## src/hw/rtl/asf_pkg.sv

```systemverilog
// asf_pkg: beat types, character codes, filter modes and the
// controller/datapath command and status structs of the escape stripper.
// No dependencies.
`default_nettype none
package asf_pkg;

	typedef struct packed {
		logic [7:0] data_byte;
		logic       last_in_chunk;
	} in_beat_t;

	typedef struct packed {
		logic [7:0] out_byte;
		logic       last_of_run;
	} out_beat_t;

	// filter modes
	localparam logic [1:0] MODE_RAW     = 2'd0;
	localparam logic [1:0] MODE_STRIP   = 2'd1;
	localparam logic [1:0] MODE_SGR     = 2'd2;
	localparam logic [1:0] MODE_RAW_ALT = 2'd3;

	// character codes
	localparam logic [7:0] CH_ESC      = 8'h1B;
	localparam logic [7:0] CH_BEL      = 8'h07;
	localparam logic [7:0] CH_BS       = 8'h08;
	localparam logic [7:0] CH_LBRK     = 8'h5B;
	localparam logic [7:0] CH_RBRK     = 8'h5D;
	localparam logic [7:0] CH_BSLASH   = 8'h5C;
	localparam logic [7:0] CH_SGR      = 8'h6D;
	localparam logic [7:0] CSI_FINAL_LO = 8'h40;
	localparam logic [7:0] CSI_FINAL_HI = 8'h7E;

	typedef enum logic [1:0] {
		EMIT_ESC,
		EMIT_BRK,
		EMIT_PAR,
		EMIT_FIN
	} emit_sel_t;

	typedef struct packed {
		logic      take_in;
		logic      emit;
		emit_sel_t sel;
		logic      rd_issue;
	} asf_cmd_t;

	typedef struct packed {
		logic slot_free;
		logic sgr_start;
		logic len_zero;
		logic idx_last;
	} asf_status_t;

endpackage
`default_nettype wire

```

## src/hw/rtl/ansi_escape_stripper_top.sv

```systemverilog
// ansi_escape_stripper_top: top level of the terminal escape stripper.
// Depends on asf_pkg, asf_ctrl, asf_dp (and asf_ram through asf_dp).
//
// usage
// - src channel: one terminal byte per beat (data_byte, last_in_chunk),
//   taken when src_valid is high and src_stall is low
// - dst channel: filtered bytes, one per beat; last_of_run marks the final
//   byte caused by one input beat
// - cfg_we/cfg_data write filter_mode (raw, strip, strip but keep colour);
//   write it only while the block is idle
// - an ordinary byte is accepted and its result shows up in the output
//   register the next cycle; back-to-back bytes sustain one per cycle
//   while dst_stall is low, since the output register frees as it is taken
// - a kept colour sequence with n buffered parameter bytes replays as
//   n + 3 beats: each parameter is one registered read of the parameter
//   buffer plus one load of the output register; src_stall stays high
//   meanwhile
// - when dst_stall is high the output register holds its beat and src_stall
//   rises, so nothing is lost
// - reset clears the mode to raw and the parser to its normal state; the
//   parameter buffer needs no clearing since only written entries are read
`default_nettype none
module ansi_escape_stripper_top #(
	parameter int SGR_DEPTH = 16
) (
	input  wire logic              clk,
	input  wire logic              arst_n,
	// input byte channel
	input  wire logic              src_valid,
	output logic                   src_stall,
	input  wire asf_pkg::in_beat_t src_beat,
	// filtered byte channel
	output logic                   dst_valid,
	input  wire logic              dst_stall,
	output asf_pkg::out_beat_t     dst_beat,
	// filter_mode register
	input  wire logic              cfg_we,
	input  wire logic [1:0]        cfg_data
);
	import asf_pkg::*;

	asf_cmd_t    cmd;
	asf_status_t status;

	// controller: handshake and colour sequence replay
	asf_ctrl u_ctrl (
		.clk      (clk),
		.arst_n   (arst_n),
		.src_valid(src_valid),
		.src_stall(src_stall),
		.cmd      (cmd),
		.status   (status)
	);

	// datapath: parser state, parameter buffer, output register
	asf_dp #(
		.SGR_DEPTH(SGR_DEPTH)
	) u_dp (
		.clk      (clk),
		.arst_n   (arst_n),
		.cmd      (cmd),
		.status   (status),
		.src_beat (src_beat),
		.cfg_we   (cfg_we),
		.cfg_data (cfg_data),
		.dst_valid(dst_valid),
		.dst_stall(dst_stall),
		.dst_beat (dst_beat)
	);

endmodule
`default_nettype wire

```

## src/hw/rtl/asf_ram.sv

```systemverilog
// asf_ram: generic single write port, single read port RAM with registered read.
// No dependencies.
`default_nettype none
module asf_ram #(
	parameter int WIDTH = 8,
	parameter int DEPTH = 16
) (
	input  wire logic                     clk,
	input  wire logic                     wr_en,
	input  wire logic [$clog2(DEPTH)-1:0] wr_addr,
	input  wire logic [WIDTH-1:0]         wr_data,
	input  wire logic                     rd_en,
	input  wire logic [$clog2(DEPTH)-1:0] rd_addr,
	output logic      [WIDTH-1:0]         rd_data
);

	logic [WIDTH-1:0] mem_q [DEPTH];

	always_ff @(posedge clk) begin
		if (wr_en) begin
			mem_q[wr_addr] <= wr_data;
		end
		if (rd_en) begin
			rd_data <= mem_q[rd_addr];
		end
	end

endmodule
`default_nettype wire

```

## src/hw/rtl/asf_ctrl.sv

```systemverilog
// asf_ctrl: controller of the escape stripper; input handshake and the
// sequencer that replays a kept colour sequence. Depends on asf_pkg.
`default_nettype none
module asf_ctrl (
	input  wire logic                clk,
	input  wire logic                arst_n,
	input  wire logic                src_valid,
	output logic                     src_stall,
	output asf_pkg::asf_cmd_t        cmd,
	input  wire asf_pkg::asf_status_t status
);
	import asf_pkg::*;

	typedef enum logic [2:0] {
		S_IDLE,
		S_ESC,
		S_BRK,
		S_RD,
		S_PAR,
		S_FIN
	} state_t;

	state_t state_q;

	always_comb begin
		src_stall    = 1'b1;
		cmd.take_in  = 1'b0;
		cmd.emit     = 1'b0;
		cmd.sel      = EMIT_ESC;
		cmd.rd_issue = 1'b0;
		unique case (state_q)
			S_IDLE: begin
				src_stall   = !status.slot_free;
				cmd.take_in = src_valid && status.slot_free;
			end
			S_ESC: begin
				cmd.emit = status.slot_free;
				cmd.sel  = EMIT_ESC;
			end
			S_BRK: begin
				cmd.emit = status.slot_free;
				cmd.sel  = EMIT_BRK;
			end
			S_RD: begin
				cmd.rd_issue = 1'b1;
			end
			S_PAR: begin
				cmd.emit = status.slot_free;
				cmd.sel  = EMIT_PAR;
			end
			S_FIN: begin
				cmd.emit = status.slot_free;
				cmd.sel  = EMIT_FIN;
			end
			default: begin
				src_stall = 1'b1;
			end
		endcase
	end

	always_ff @(posedge clk or negedge arst_n) begin
		if (!arst_n) begin
			state_q <= S_IDLE;
		end else begin
			unique case (state_q)
				S_IDLE: begin
					if (src_valid && status.slot_free && status.sgr_start) begin
						state_q <= S_ESC;
					end
				end
				S_ESC: begin
					if (status.slot_free) begin
						state_q <= S_BRK;
					end
				end
				S_BRK: begin
					if (status.slot_free) begin
						state_q <= status.len_zero ? S_FIN : S_RD;
					end
				end
				S_RD: begin
					state_q <= S_PAR;
				end
				S_PAR: begin
					if (status.slot_free) begin
						state_q <= status.idx_last ? S_FIN : S_RD;
					end
				end
				S_FIN: begin
					if (status.slot_free) begin
						state_q <= S_IDLE;
					end
				end
				default: begin
					state_q <= S_IDLE;
				end
			endcase
		end
	end

endmodule
`default_nettype wire

```

## src/hw/rtl/asf_dp.sv

```systemverilog
// asf_dp: datapath of the escape stripper; parser registers, parameter
// buffer, output register. Depends on asf_pkg and asf_ram.
`default_nettype none
module asf_dp #(
	parameter int SGR_DEPTH = 16
) (
	input  wire logic                 clk,
	input  wire logic                 arst_n,
	input  wire asf_pkg::asf_cmd_t    cmd,
	output asf_pkg::asf_status_t      status,
	input  wire asf_pkg::in_beat_t    src_beat,
	input  wire logic                 cfg_we,
	input  wire logic [1:0]           cfg_data,
	output logic                      dst_valid,
	input  wire logic                 dst_stall,
	output asf_pkg::out_beat_t        dst_beat
);
	import asf_pkg::*;

	localparam int AW = $clog2(SGR_DEPTH);
	localparam int CW = $clog2(SGR_DEPTH + 1);

	typedef enum logic [1:0] {
		P_NORMAL,
		P_ESCAPE,
		P_CSI,
		P_OSC
	} parse_t;

	logic [1:0]    mode_q;
	parse_t        pstate_q, pstate_d;
	logic          prev_esc_q, prev_esc_d;
	logic [CW-1:0] cnt_q, cnt_d;
	logic          ovf_q, ovf_d;
	logic [CW-1:0] len_q;
	logic [CW-1:0] idx_q;
	logic          pass;
	logic          sgr;
	logic          wr_en;
	logic          raw;
	logic [7:0]    c;
	logic [7:0]    rd_data;
	logic          out_valid_q;
	out_beat_t     out_beat_q;
	out_beat_t     emit_beat;
	logic          load;

	assign c   = src_beat.data_byte;
	assign raw = (mode_q == MODE_RAW) || (mode_q == MODE_RAW_ALT);

	// parser next state for the byte on the input
	always_comb begin
		pstate_d   = pstate_q;
		prev_esc_d = prev_esc_q;
		cnt_d      = cnt_q;
		ovf_d      = ovf_q;
		pass       = 1'b0;
		sgr        = 1'b0;
		wr_en      = 1'b0;
		if (raw) begin
			pass = 1'b1;
		end else begin
			unique case (pstate_q)
				P_NORMAL: begin
					if (c == CH_ESC) begin
						pstate_d = P_ESCAPE;
					end else if (c != CH_BEL && c != CH_BS) begin
						pass = 1'b1;
					end
				end
				P_ESCAPE: begin
					if (c == CH_LBRK) begin
						pstate_d = P_CSI;
						cnt_d    = '0;
						ovf_d    = 1'b0;
					end else if (c == CH_RBRK) begin
						pstate_d = P_OSC;
					end else begin
						pstate_d = P_NORMAL;
					end
				end
				P_CSI: begin
					if (c >= CSI_FINAL_LO && c <= CSI_FINAL_HI) begin
						sgr      = (mode_q == MODE_SGR) && (c == CH_SGR) && !ovf_q;
						pstate_d = P_NORMAL;
					end else if (cnt_q < CW'(SGR_DEPTH)) begin
						wr_en = 1'b1;
						cnt_d = cnt_q + CW'(1);
					end else begin
						ovf_d = 1'b1;
					end
				end
				P_OSC: begin
					if (c == CH_BEL || (c == CH_BSLASH && prev_esc_q)) begin
						pstate_d = P_NORMAL;
					end
				end
				default: begin
					pstate_d = P_NORMAL;
				end
			endcase
			prev_esc_d = (c == CH_ESC);
		end
		// chunk end abandons any open sequence
		if (src_beat.last_in_chunk) begin
			pstate_d   = P_NORMAL;
			prev_esc_d = 1'b0;
			cnt_d      = '0;
			ovf_d      = 1'b0;
		end
	end

	asf_ram #(
		.WIDTH(8),
		.DEPTH(SGR_DEPTH)
	) u_param_ram (
		.clk    (clk),
		.wr_en  (cmd.take_in && wr_en),
		.wr_addr(cnt_q[AW-1:0]),
		.wr_data(c),
		.rd_en  (cmd.rd_issue),
		.rd_addr(idx_q[AW-1:0]),
		.rd_data(rd_data)
	);

	always_comb begin
		emit_beat.last_of_run = 1'b0;
		case (cmd.sel)
			EMIT_ESC: emit_beat.out_byte = CH_ESC;
			EMIT_BRK: emit_beat.out_byte = CH_LBRK;
			EMIT_PAR: emit_beat.out_byte = rd_data;
			EMIT_FIN: begin
				emit_beat.out_byte    = CH_SGR;
				emit_beat.last_of_run = 1'b1;
			end
			default: emit_beat.out_byte = CH_ESC;
		endcase
	end

	assign load = (cmd.take_in && pass) || cmd.emit;

	always_ff @(posedge clk or negedge arst_n) begin
		if (!arst_n) begin
			mode_q      <= MODE_RAW;
			pstate_q    <= P_NORMAL;
			prev_esc_q  <= 1'b0;
			cnt_q       <= '0;
			ovf_q       <= 1'b0;
			len_q       <= '0;
			idx_q       <= '0;
			out_valid_q <= 1'b0;
		end else begin
			if (cfg_we) begin
				mode_q <= cfg_data;
			end
			if (cmd.take_in) begin
				pstate_q   <= pstate_d;
				prev_esc_q <= prev_esc_d;
				cnt_q      <= cnt_d;
				ovf_q      <= ovf_d;
				len_q      <= cnt_q;
				idx_q      <= '0;
			end else if (cmd.emit && cmd.sel == EMIT_PAR) begin
				idx_q <= idx_q + CW'(1);
			end
			if (load) begin
				out_valid_q <= 1'b1;
			end else if (!dst_stall) begin
				out_valid_q <= 1'b0;
			end
		end
	end

	always_ff @(posedge clk) begin
		if (cmd.take_in && pass) begin
			out_beat_q.out_byte    <= c;
			out_beat_q.last_of_run <= 1'b1;
		end else if (cmd.emit) begin
			out_beat_q <= emit_beat;
		end
	end

	assign status.slot_free = !out_valid_q || !dst_stall;
	assign status.sgr_start = sgr;
	assign status.len_zero  = (len_q == '0);
	assign status.idx_last  = ((idx_q + CW'(1)) == len_q);

	assign dst_valid = out_valid_q;
	assign dst_beat  = out_beat_q;

endmodule
`default_nettype wire
```

## config.mk

```make
export PLATFORM = sky130hd
export DESIGN_NAME = ansi_escape_stripper_top
export DESIGN_NICKNAME = d
export VERILOG_FILES = /design/src/hw/rtl/asf_pkg.sv /design/src/hw/rtl/ansi_escape_stripper_top.sv /design/src/hw/rtl/asf_ram.sv /design/src/hw/rtl/asf_ctrl.sv /design/src/hw/rtl/asf_dp.sv
export SDC_FILE = /design/constraint.sdc
export NUM_CORES = 1
export LEC_CHECK = 0
export BUFFER_PORTS_ARGS = -buffer_cell sky130_fd_sc_hd__buf_2
export CAP_MARGIN = 15
export CORE_MARGIN = 2
export CORE_UTILIZATION = 39
export CTS_CLUSTER_DIAMETER = 80
export DETAILED_ROUTE_END_ITERATION = 16
export PLACE_DENSITY = 0.61
export SYNTH_ARGS = -nofsm -noshare
export SYNTH_HDL_FRONTEND = slang
export SYNTH_SLANG_ARGS = --single-unit
export TNS_END_PERCENT = 20
```

## constraint.sdc

```tcl
create_clock -name clk -period 3.15 [get_ports clk]
set_input_delay 0.4725 -clock clk [delete_from_list [all_inputs] [get_ports clk]]
set_output_delay 0.4725 -clock clk [all_outputs]
set_load 0.02 [all_outputs]
```

* Yosys cells after proc, flatten, opt, wreduce, memory -nomap -nowiden *
Memories as Yosys holds them, arrays and structs flattened. A register that Yosys moved wholly into a read port is not among the register bits.
Index checks and enable logic that the tools add are counted.
Widths: inputs -> output; s select.

cells by class
  $lt $le $gt $ge = 3
  reduce and logical (&&, ||, !) cells = 31
  equal/unequal tests = 36
  mux-type cells = 55
  $add $sub $neg = 2

operators with widths
  cell                 count
  $mux 5               7
  $eq 8x7->1 const B   4
  $pmux 8 s4           1
  $mux 1               26
  $mux 3               7
  $mux 9               2
  $pmux 3 s6           1
  $ne 3x2->1 const B   5
  $mux 2               7
  $eq 2x2->1 const B   6
  $ne 2x1->1 const B   6
  $pmux 3 s4           1
  $reduce_and 6->1     2
  $add 5x1->5 const B  2
  $logic_and 1x1->1    10
  $pmux 5 s2           1
  $reduce_and 5->1     2
  $eq 8x3->1 const B   1
  $eq 8x5->1 const B   1
  $ge 8x7->1 const B   1
  $le 8x7->1 const B   1
  $ne 8x3->1 const B   1
  $ne 8x4->1 const B   1
  $pmux 2 s4           1
  17 further kinds     30

word-level totals
  bits in registers = 34
  memory bits (writable) = 128
  memories kept = 1

memory list
  name                    words  bits a word  rd ports  clocked after Yosys merged registers in  wr ports  line           source
  u_dp.u_param_ram.mem_q  16     8            1         1                                        1         asf_ram.sv:17  logic [WIDTH-1:0] mem_q [DEPTH];

* Depth between registers and ports, before layout *
Gate-level depths: netlist (run 1).

  depth after elaboration = 9
  gate-level depth with buffers = 7

* Modules after synthesis *
Synthesis (run 1) repeated with hierarchy kept, for this count alone.

unflattened totals
  cells, all modules = 451
  area total of the unflattened synthesis = 7325.8 um^2

modules (own cells, without submodules)
  module    times used  cells an instance  area an instance (um^2)
  asf_ram   1           229                5227.5
  asf_dp    1           192                1840.5
  asf_ctrl  1           30                 257.7

* Worst setup path before layout (run 1) *
No wires, ideal clock.

  path kind = reg-to-reg
  start = reg u_dp.out_valid_q, in the netlist u_dp.dst_valid
  end = mem u_dp.u_param_ram.mem_q[3][0] (enable)
  arrival time = 1.992 ns
  cell stages (with the launch flop) = 6
  period minus slack after synthesis = 2.375 ns
  path buffers = 0
  required time = 2.767 ns
  setup slack = 0.775 ns
  setup time = 0.383 ns
  cell sequence = dfrtp_1 > a21oi_2 > nand3_1 > nor4_2 > nand2_1 > nor3_1

on the way
  cells in the longest elaborated chain, start to end = 7

RTL lines
  item                          line            source
  start: declaration            asf_dp.sv:43    logic out_valid_q;
  start signal: assignment      asf_dp.sv:151   out_valid_q <= 1'b0;
  start signal: assignment      asf_dp.sv:167   out_valid_q <= 1'b1;
  start signal: assignment      asf_dp.sv:169   out_valid_q <= 1'b0;
  $logic_not 1->1               asf_dp.sv:183   assign status.slot_free = !out_valid_q || !dst_stall;
  $logic_or 1x1->1              asf_dp.sv:183
  $logic_and 1x1->1             asf_ctrl.sv:34  cmd.take_in = src_valid && status.slot_free;
  $mux 1                        asf_ctrl.sv:31  unique case (state_q)
  $logic_and 1x1->1             asf_dp.sv:118   .wr_en (cmd.take_in && wr_en),
  $mux 1                        asf_ram.sv:20   if (wr_en) begin
  $mux 1 (implied by the code)  asf_ram.sv:21   mem_q[wr_addr] <= wr_data;
  end: declaration              asf_ram.sv:17

No other way between the ends.

* Final worst setup path (run 1) *
  start = reg u_ctrl.state_q[2]
  end = mem u_dp.u_param_ram.mem_q[13][7] (enable)

on the way
  cells in the longest elaborated chain, start to end = 5

RTL lines
  item                          line            source
  start: declaration            asf_ctrl.sv:23  state_t state_q;
  start signal: assignment      asf_ctrl.sv:78  state_q <= status.len_zero ? S_FIN : S_RD;
  start signal: assignment      asf_ctrl.sv:86  state_q <= status.idx_last ? S_FIN : S_RD;
  $logic_not 3->1               asf_ctrl.sv:31
  $mux 1                        asf_ctrl.sv:31
  $logic_and 1x1->1             asf_dp.sv:118
  $mux 1                        asf_ram.sv:20
  $mux 1 (implied by the code)  asf_ram.sv:21

No other way between the ends.

==> results.md, run 1 <==
- Status: finished clean
- Worst Path Required: roughly 3200 ps
- Gr usage total: 0.1662
- Antenna Violating Nets Remaining: 0
- Post-synth cell types: 60
- R2R setup slack: 550 ps
- Final Max Slew Viols: 0
- Core box area: ~19000 sq um
- Min-Delay Path Class: in2async
- Slowest cell delay on critical path: 630 ps
- Synth Register Bits: 170
- Worst r2r src: u_ctrl.state_q[2]$_DFFE_PN0P_
- Reg-to-Reg End: u_dp.u_param_ram.mem_q[13][7]$_DFFE_PP_
- Clock skew: around 14 ps
- Initial Util: 0.3961
- Seq/Total Area, Yosys: 0.6753
- RSZ-0062 raised after global routing: no
- CTS sink count: 170
- Ys async rst share: 0.1471
- Dpl cells: 699
- Vias in the first global route: 4073
- Worst-case clock buffer depth: 2
- Post-route cell area: 8471 sq um
- Min Tclk post-route: 2605 ps
- Die width: approximately 140 um
- Synthesized area per cell: 17.04 sq um
- F_max: 383.9 MHz
- Critical path type: reg2reg
- Diodes inserted: 0
- Tcrit/Tclk final: 0.8269
- Ys Warns: 0
- Register-to-Register Path Depth: 5
- Largest net degree at the start of global routing: 36
- Crit end category: register
- Clock root buffer: clkbuf_16
- Multi-input gate area: 2195 sq um
- Synth Flop Type: edfxtp_1
- Worst Tran Pin Value: 850.1 ps
- Top delay family on crit path: simple AND/OR/NAND/NOR gates
- Routed WL: 15680 um
- Post-synth EDFFs: 144
- DRC: 0
- Post-Syn Instances: 432
- Synthesized net count: about 450
- DIE AREA: 19990 sq um
- CTS Buf Count: 17
- Final #Nets: 506
- Arrival time at the worst endpoint: ~2700 ps
- Dpl hpwl: 10630 um
- Post-CTS sizing: 0
- Total iterations of the first detailed-routing run: 5
- Clk slew on worst S/H paths: 70 ps
- Post-Place Worst Slack: roughly 480 ps
- # hold bufs at CTS: 0
- DR iter-0 viols: ~470
- IO Pins: 27
- Gpl congestion: around 0.87
- Max-cap viol count: 0
- Final hold vios: 0
- Max FO, Critical Path: 13
- Die H: 141.4 um
- Synthesized cell area: 7360 sq um
- Worst-path cell with the longest stage delay: nor2_1
- Share of post-route cells with drive strength above 1: 0.2339
- Layout fillers: 1554
- Buffers and inverters on the worst path: 0
- Post-CTS Setup Inserts: 0
- CP cell instances: nor2_2, nand3_1, nor4_2, nand2_1, nor2_1
- Final setup vio count: 0
- Worst setup SP type: register
- Final core occ: 0.4559
- Post-Layout Cell Count: 730
- Setup_tns: 0 ps
- Total number of vias: between 4000 and 5000
- Leak: 2.931 nW
- Power per cell area: 706.6 nW/um^2
- Worst path setup slack after routing: 545.4 ps
- Placed cell areas: 7860 sq um
- Avg Vias per Cell: roughly 5.6
- Initial antenna violation count: 0
- Layout area overhead: 15.10%
- Register area: 4971 sq um
- Wire per inst: between 20 and 25 um
- Clock Latency Late Sink: 430 ps
- Row count: 50
- First-pass GRT wire length: 24410 um
- Hold slack: 47.67 ps
- H-tree Lvls: 4
- CTS tree: built
- Total power: 5.986 mW
- Rel. slew slack: 0.4333
- Peak supply drop: between 0.3 and 0.4 mV
- Gr ovfl total: 0
- I/O Buffers: 26
[sequential cells by signal, indices dropped and copies added, names as in the netlist, 2 cells and up]
| register | flops |
|---|---|
| u_dp.u_param_ram.mem_q | 128 |
| u_dp.dst_beat | 9 |
| u_dp.u_param_ram.rd_data | 8 |
| u_dp.cnt_q | 5 |
| u_dp.idx_q | 5 |
| u_dp.len_q | 5 |
| u_ctrl.state_q | 3 |
| u_dp.mode_q | 2 |
| u_dp.pstate_q | 2 |
[how the worst max path moves through the flow]
| stage | start | to | cells after the start |
|---|---|---|---|
| 5_1_grt | u_ctrl.state_q[2]$_DFFE_PN0P_ | u_dp.u_param_ram.mem_q[13][7]$_DFFE_PP_ | 5 |
| 4_1_cts | u_ctrl.state_q[2]$_DFFE_PN0P_ | u_dp.u_param_ram.mem_q[13][7]$_DFFE_PP_ | 5 |
| 2_1_floorplan | u_dp.dst_valid$_DFFE_PN0P_ | u_dp.u_param_ram.mem_q[3][0]$_DFFE_PP_ | 5 |
| 6_report | u_ctrl.state_q[2]$_DFFE_PN0P_ | u_dp.u_param_ram.mem_q[13][7]$_DFFE_PP_ | 5 |
| 3_3_place_gp | src_beat[1] | u_dp.u_param_ram.mem_q[13][3]$_DFFE_PP_ | 6 |
| 3_5_place_dp | src_beat[1] | u_dp.u_param_ram.mem_q[13][0]$_DFFE_PP_ | 6 |
[synth_stat cells, drive strengths merged (2+ instances only)]
| master | instances | share of area |
|---|---|---|
| edfxtp | 144 | 0.59 |
| mux4 | 40 | 0.13 |
| nor2 | 38 | 0.020 |
| nand2 | 28 | 0.014 |
| dfrtp | 25 | 0.085 |
| buf | 13 | 0.016 |
| a21oi | 11 | 0.0080 |
| inv | 11 | 0.0056 |
| o21ai | 11 | 0.0075 |
| clkbuf | 9 | 0.0051 |
| nor3 | 9 | 0.0061 |
| nand2b | 8 | 0.0068 |
| nand3 | 7 | 0.0048 |
| o2bb2ai | 7 | 0.0083 |
| ha | 6 | 0.010 |
| nand4 | 6 | 0.0071 |
| xnor2 | 6 | 0.0071 |
| and4b | 4 | 0.0054 |
| nor4 | 4 | 0.0051 |
| xor2 | 4 | 0.0048 |
| and2 | 3 | 0.0026 |
| and3 | 3 | 0.0026 |
| a211o | 2 | 0.0024 |
| a221o | 2 | 0.0027 |
| a221oi | 2 | 0.0048 |
| a22o | 2 | 0.0024 |
| a311oi | 2 | 0.0048 |
| nor3b | 2 | 0.0020 |
| o211ai | 2 | 0.0020 |
| o31ai | 2 | 0.0020 |
| or3 | 2 | 0.0017 |
[where the power goes]
group | switching (mW) | total, mW | internal, mW
logic | 0.629 | 1.12 | 0.491
registers | 0.114 | 2.71 | 2.59
clock network | 0.892 | 2.16 | 1.27
total | 1.64 | 5.99 | 4.35
[area by class of cell]
cell class | instances | share of cell area
repair buffers | 55 | 0.04254
clock buffers | 17 | 0.05022
well taps | 234 | 0.03456
inverters | 11 | 0.004874
multi-input cells | 229 | 0.2591
clock inverters | 14 | 0.02186
flip-flops and latches | 170 | 0.5869
[metal layers]
layer | up-vias | track usage | wire, um
met2 | 154 | 0.2660 | 7526
met5 | - | 0 | 0
met3 | 23 | 0.03915 | 960
met4 | 0 | 0.05263 | 234
met1 | 2102 | 0.2274 | 6962
li1 | 1840 | - | -
[cells in the final DEF (no fill, tap or decap), types with 7 or more instances in the layout]
cell / count
edfxtp_1: 144
nor2_1: 36
nand2_1: 28
buf_4: 28
buf_2: 26
dfrtp_1: 24
mux4_1: 21
mux4_2: 19
clkbuf_16: 17
inv_1: 11
o21ai_0: 11
a21oi_1: 10
nor3_1: 9
nand2b_1: 8
nand3_1: 7
o2bb2ai_1: 7
[kinds of logic after synthesis]
kind of cell / synth area share
xor+xnor: 0.01190
fa+ha+maj: 0.01020
compound gates: 0.05662
mux: 0.1360
flops: 0.6753
simple gates: 0.08347
buf+inv: 0.02652
Power figures use the tool's default switching activity.
==> inputs of run 2 (changes only) <==
--- a/config.mk
+++ b/config.mk
@@ -5,13 +5,14 @@
 export SDC_FILE = /design/constraint.sdc
 export NUM_CORES = 1
 export LEC_CHECK = 0
+export ABC_AREA = 1
 export BUFFER_PORTS_ARGS = -buffer_cell sky130_fd_sc_hd__buf_2
 export CAP_MARGIN = 15
 export CORE_MARGIN = 2
 export CORE_UTILIZATION = 39
 export CTS_CLUSTER_DIAMETER = 80
 export DETAILED_ROUTE_END_ITERATION = 16
-export PLACE_DENSITY = 0.61
+export PLACE_DENSITY = 0.63
 export SYNTH_ARGS = -nofsm -noshare
 export SYNTH_HDL_FRONTEND = slang
 export SYNTH_SLANG_ARGS = --single-unit
==> constraint.sdc (replaced) <==
create_clock -name clk -period 2.35 [get_ports clk]
set_input_delay 0.3525 -clock clk [delete_from_list [all_inputs] [get_ports clk]]
set_output_delay 0.3525 -clock clk [all_outputs]
set_load 0.02 [all_outputs]
==> results.md, run 2 <==
- Post-synth cell types: 37 (-38%)
- Share of post-route cells with drive strength above 1: 0.1617 (-0.07213)
- Critical path type: reg2reg
- Final #Nets: 788 (+56%)
- Post-Layout Cell Count: 1044 (+43%)
- Met1 Use GR: 0.2404 (+0.01293)
- Clk slew on worst S/H paths: 70 ps (about the same)
- Dpl cells: 1011 (+45%)
- Max reg flops: 128 (unchanged)
- DR iter-0 viols: 456 (-3.6%)
- Arrival time at the worst endpoint: 2160 ps (-500 ps)
- Final Max Slew Viols: 0 (unchanged)
- Met2 Usage GRT: 0.3103 (+0.04431)
- Antenna Violating Nets Remaining: 0 (unchanged)
- Clock Latency Late Sink: 430 ps (about the same)
- Initial Util: 0.3945 (-0.001600)
- Gr usage total: 0.1854 (+0.01919)
- Grt met3 use: 0.04465 (+0.005502)
- Post-CTS sizing: 0 (unchanged)
- Wire per inst: 17.28 um (-20%)
- H-tree Lvls: 4 (unchanged)
- Synthesized net count: 735 (+62%)
- Commonest cells after routing, fill and taps aside: edfxtp_1, nor2_1, nand2_1
- Most common cell after layout, fill and taps aside: edfxtp_1
- Synth top area share: 0.5688 (-0.01876)
- Layout fillers: 1793 (+15%)
- Total number of vias: 5385 (+31%)
- Final setup vio count: 0 (unchanged)
- Core box area: 19270 sq um (+3.7%)
- RSZ-0062 raised after global routing: no
- I/O Buffers: 26 (unchanged)
- Total iterations of the first detailed-routing run: 5 (unchanged)
- Rel. slew slack: 0.5949 (+0.1617)
- Vias in the first global route: 5161 (+27%)
- Most crowded layer after global routing: met2
- Seq/Total Area, Yosys: 0.6537 (-0.02156)
- Final hold vios: 0 (unchanged)
- Clock root buffer: clkbuf_16
- Peak supply drop: 0.5618 mV (+42%)
- Initial antenna violation count: 0 (unchanged)
- Synth Flop Type: edfxtp_1
- Ys Warns: 0 (unchanged)
- Worst Tran Pin Value: 607.6 ps (-242.5 ps)
- Ys async rst share: 0.1471 (unchanged)
- IO Pins: 27 (unchanged)
- Routed WL: 18040 um (+15%)
- Synthesized cell area: 7602 sq um (+3.3%)
- Register with the most flip-flops: u_dp.u_param_ram.mem_q
- Max FO, Critical Path: 8 (-5)
- Post-CTS Setup Inserts: 0 (unchanged)
- Die H: 143.6 um (+1.6%)
- DIE AREA: 20630 sq um (+3.2%)
- Synth Register Bits: 170 (unchanged)
- Post-synth EDFFs: 144 (unchanged)
- Tcrit/Tclk final: 0.8623 (+0.03549)
- Layout area overhead: 16.28%
- R2R setup slack: 320 ps (-220 ps)
- Worst path setup slack after routing: 323.5 ps (-221.9 ps)
- Dpl hpwl: 12220 um (+15%)
- # hold bufs at CTS: 1 (+1)
- Min Tclk post-route: 2027 ps (-578.1 ps)
- Top area cells in the synthesized netlist: edfxtp_1, dfrtp_1, nor2_1
- Post-Syn Instances: 713 (+65%)
- Max-cap viol count: 0 (unchanged)
- Clock skew: 11.01 ps (-3.271 ps)
- Worst setup SP type: register
- Avg Vias per Cell: 5.158 (-8.6%)
- Die width: 143.6 um (+1.6%)
- Gpl congestion: 0.8547 (-2.0%)
- F_max: 493.5 MHz (+29%)
- CTS Buf Count: 17 (unchanged)
- Worst-case clock buffer depth: 2 (unchanged)
- Setup_tns: 0 ps (unchanged)
- Post-synth top area cell: edfxtp_1
- Diodes inserted: 0 (unchanged)
- DRC: 0 (unchanged)
- Worst Path Required: 2480 ps (-730 ps)
- Status: finished clean
- First-pass GRT wire length: 28330 um (+16%)
- Synthesized area per cell: 10.66 sq um (-37%)
- Post-Place Worst Slack: 206.6 ps (-271.2 ps)
- Power per cell area: 1010 nW/um^2 (+43%)
- Largest net degree at the start of global routing: 48 (+33%)
- Gr ovfl total: 0 (unchanged)
- Most numerous cell in the Yosys netlist: edfxtp_1
- Post-synth top cells: edfxtp_1, nor2_1, nand2_1
- CTS sink count: 170 (unchanged)
- Leak: 3.250 nW (+11%)
- Min-Delay Path Class: in2reg
- Row count: 51 (+2.0%)
- Crit end category: register
- CTS tree: built
run 2: changes by cell type after synthesis, moves of 10 or more:
cell,delta
inv_1,+27
mux4_1,-21
mux4_2,-19
nand2_1,+84
nand3_1,+37
nand4_1,+10
nor2_1,+90
o211ai_1,+30
o21ai_0,+62
o21ai_1,+13
run 2: kinds of logic after synthesis:
group,count (synthesis),share of synthesized area
simple gates,329,0.1894
flops,170,0.6537
fa+ha+maj,6,0.009875
mux,1,0.001481
compound gates,131,0.1012
buf+inv,76,0.04427
run 2: path summary, 6_finish.rpt:
path,cells after the start,start,end
min,3,cfg_data[0],u_dp.mode_q[0]$_DFFE_PN0P_
max,6,u_ctrl.state_q[2]$_DFFE_PN0P_,u_dp.u_param_ram.mem_q[9][5]$_DFFE_PP_
max reg2reg,6,u_ctrl.state_q[2]$_DFFE_PN0P_,u_dp.u_param_ram.mem_q[9][5]$_DFFE_PP_
min in group asynchronous,2,arst_n,u_ctrl.state_q[1]$_DFFE_PN0P_
max in group asynchronous,2,arst_n,u_dp.idx_q[1]$_DFFE_PN0P_
min reg2reg,2,u_dp.dst_beat[0]$_SDFFE_PP1P_,u_dp.dst_beat[0]$_SDFFE_PP1P_
run 2: final cells by class:
cell class                      count  area, sq um  share of cell area
Tap cell                          265        331.6             0.03751
Clock inverter                     14        182.7             0.02067
Inverter                           46        172.7             0.01953
Multi-Input combinational cell    467         2296              0.2597
Sequential cell                   170         4972              0.5625
Timing Repair Buffer               64        455.4             0.05152
Clock buffer                       18        429.2             0.04855
run 2: metrics by stage:
stage	total power [mW]	area, sq um	util	hold slack, ps
floorplan	5.328	7602	-	56.91
global placement	6.059	8218	0.4264	391.3
detailed placement	6.088	8218	0.4264	391.2
CTS	8.983	8840	0.4587	122.5
global route	9.380	8840	0.4587	125.9
finish	8.930	8840	0.4587	134.4
run 2: metal layers:
| layer | vias up | routed length, um |
|---|---|---|
| met5 | - | 0 |
| met4 | 0 | 324 |
| met3 | 23 | 964 |
| met2 | 145 | 8999 |
| met1 | 2606 | 7750 |
| li1 | 2611 | - |
run 2: critical path, stage by stage, from the launching register on:
cell and delay (ps):
dfrtp_1 420, inv_2 160, nand4_4 110, nor2_1 340, nand4_1 310, nor2_1 170, buf_4 220
run 2: report_power, final:
group | switching (mW) | internal, mW | total (mW) | leakage, nW
sequential | 0.110 | 3.55 | 3.66 | 1.64
combinational | 1.62 | 0.737 | 2.35 | 1.32
clock | 1.21 | 1.70 | 2.91 | 0.289
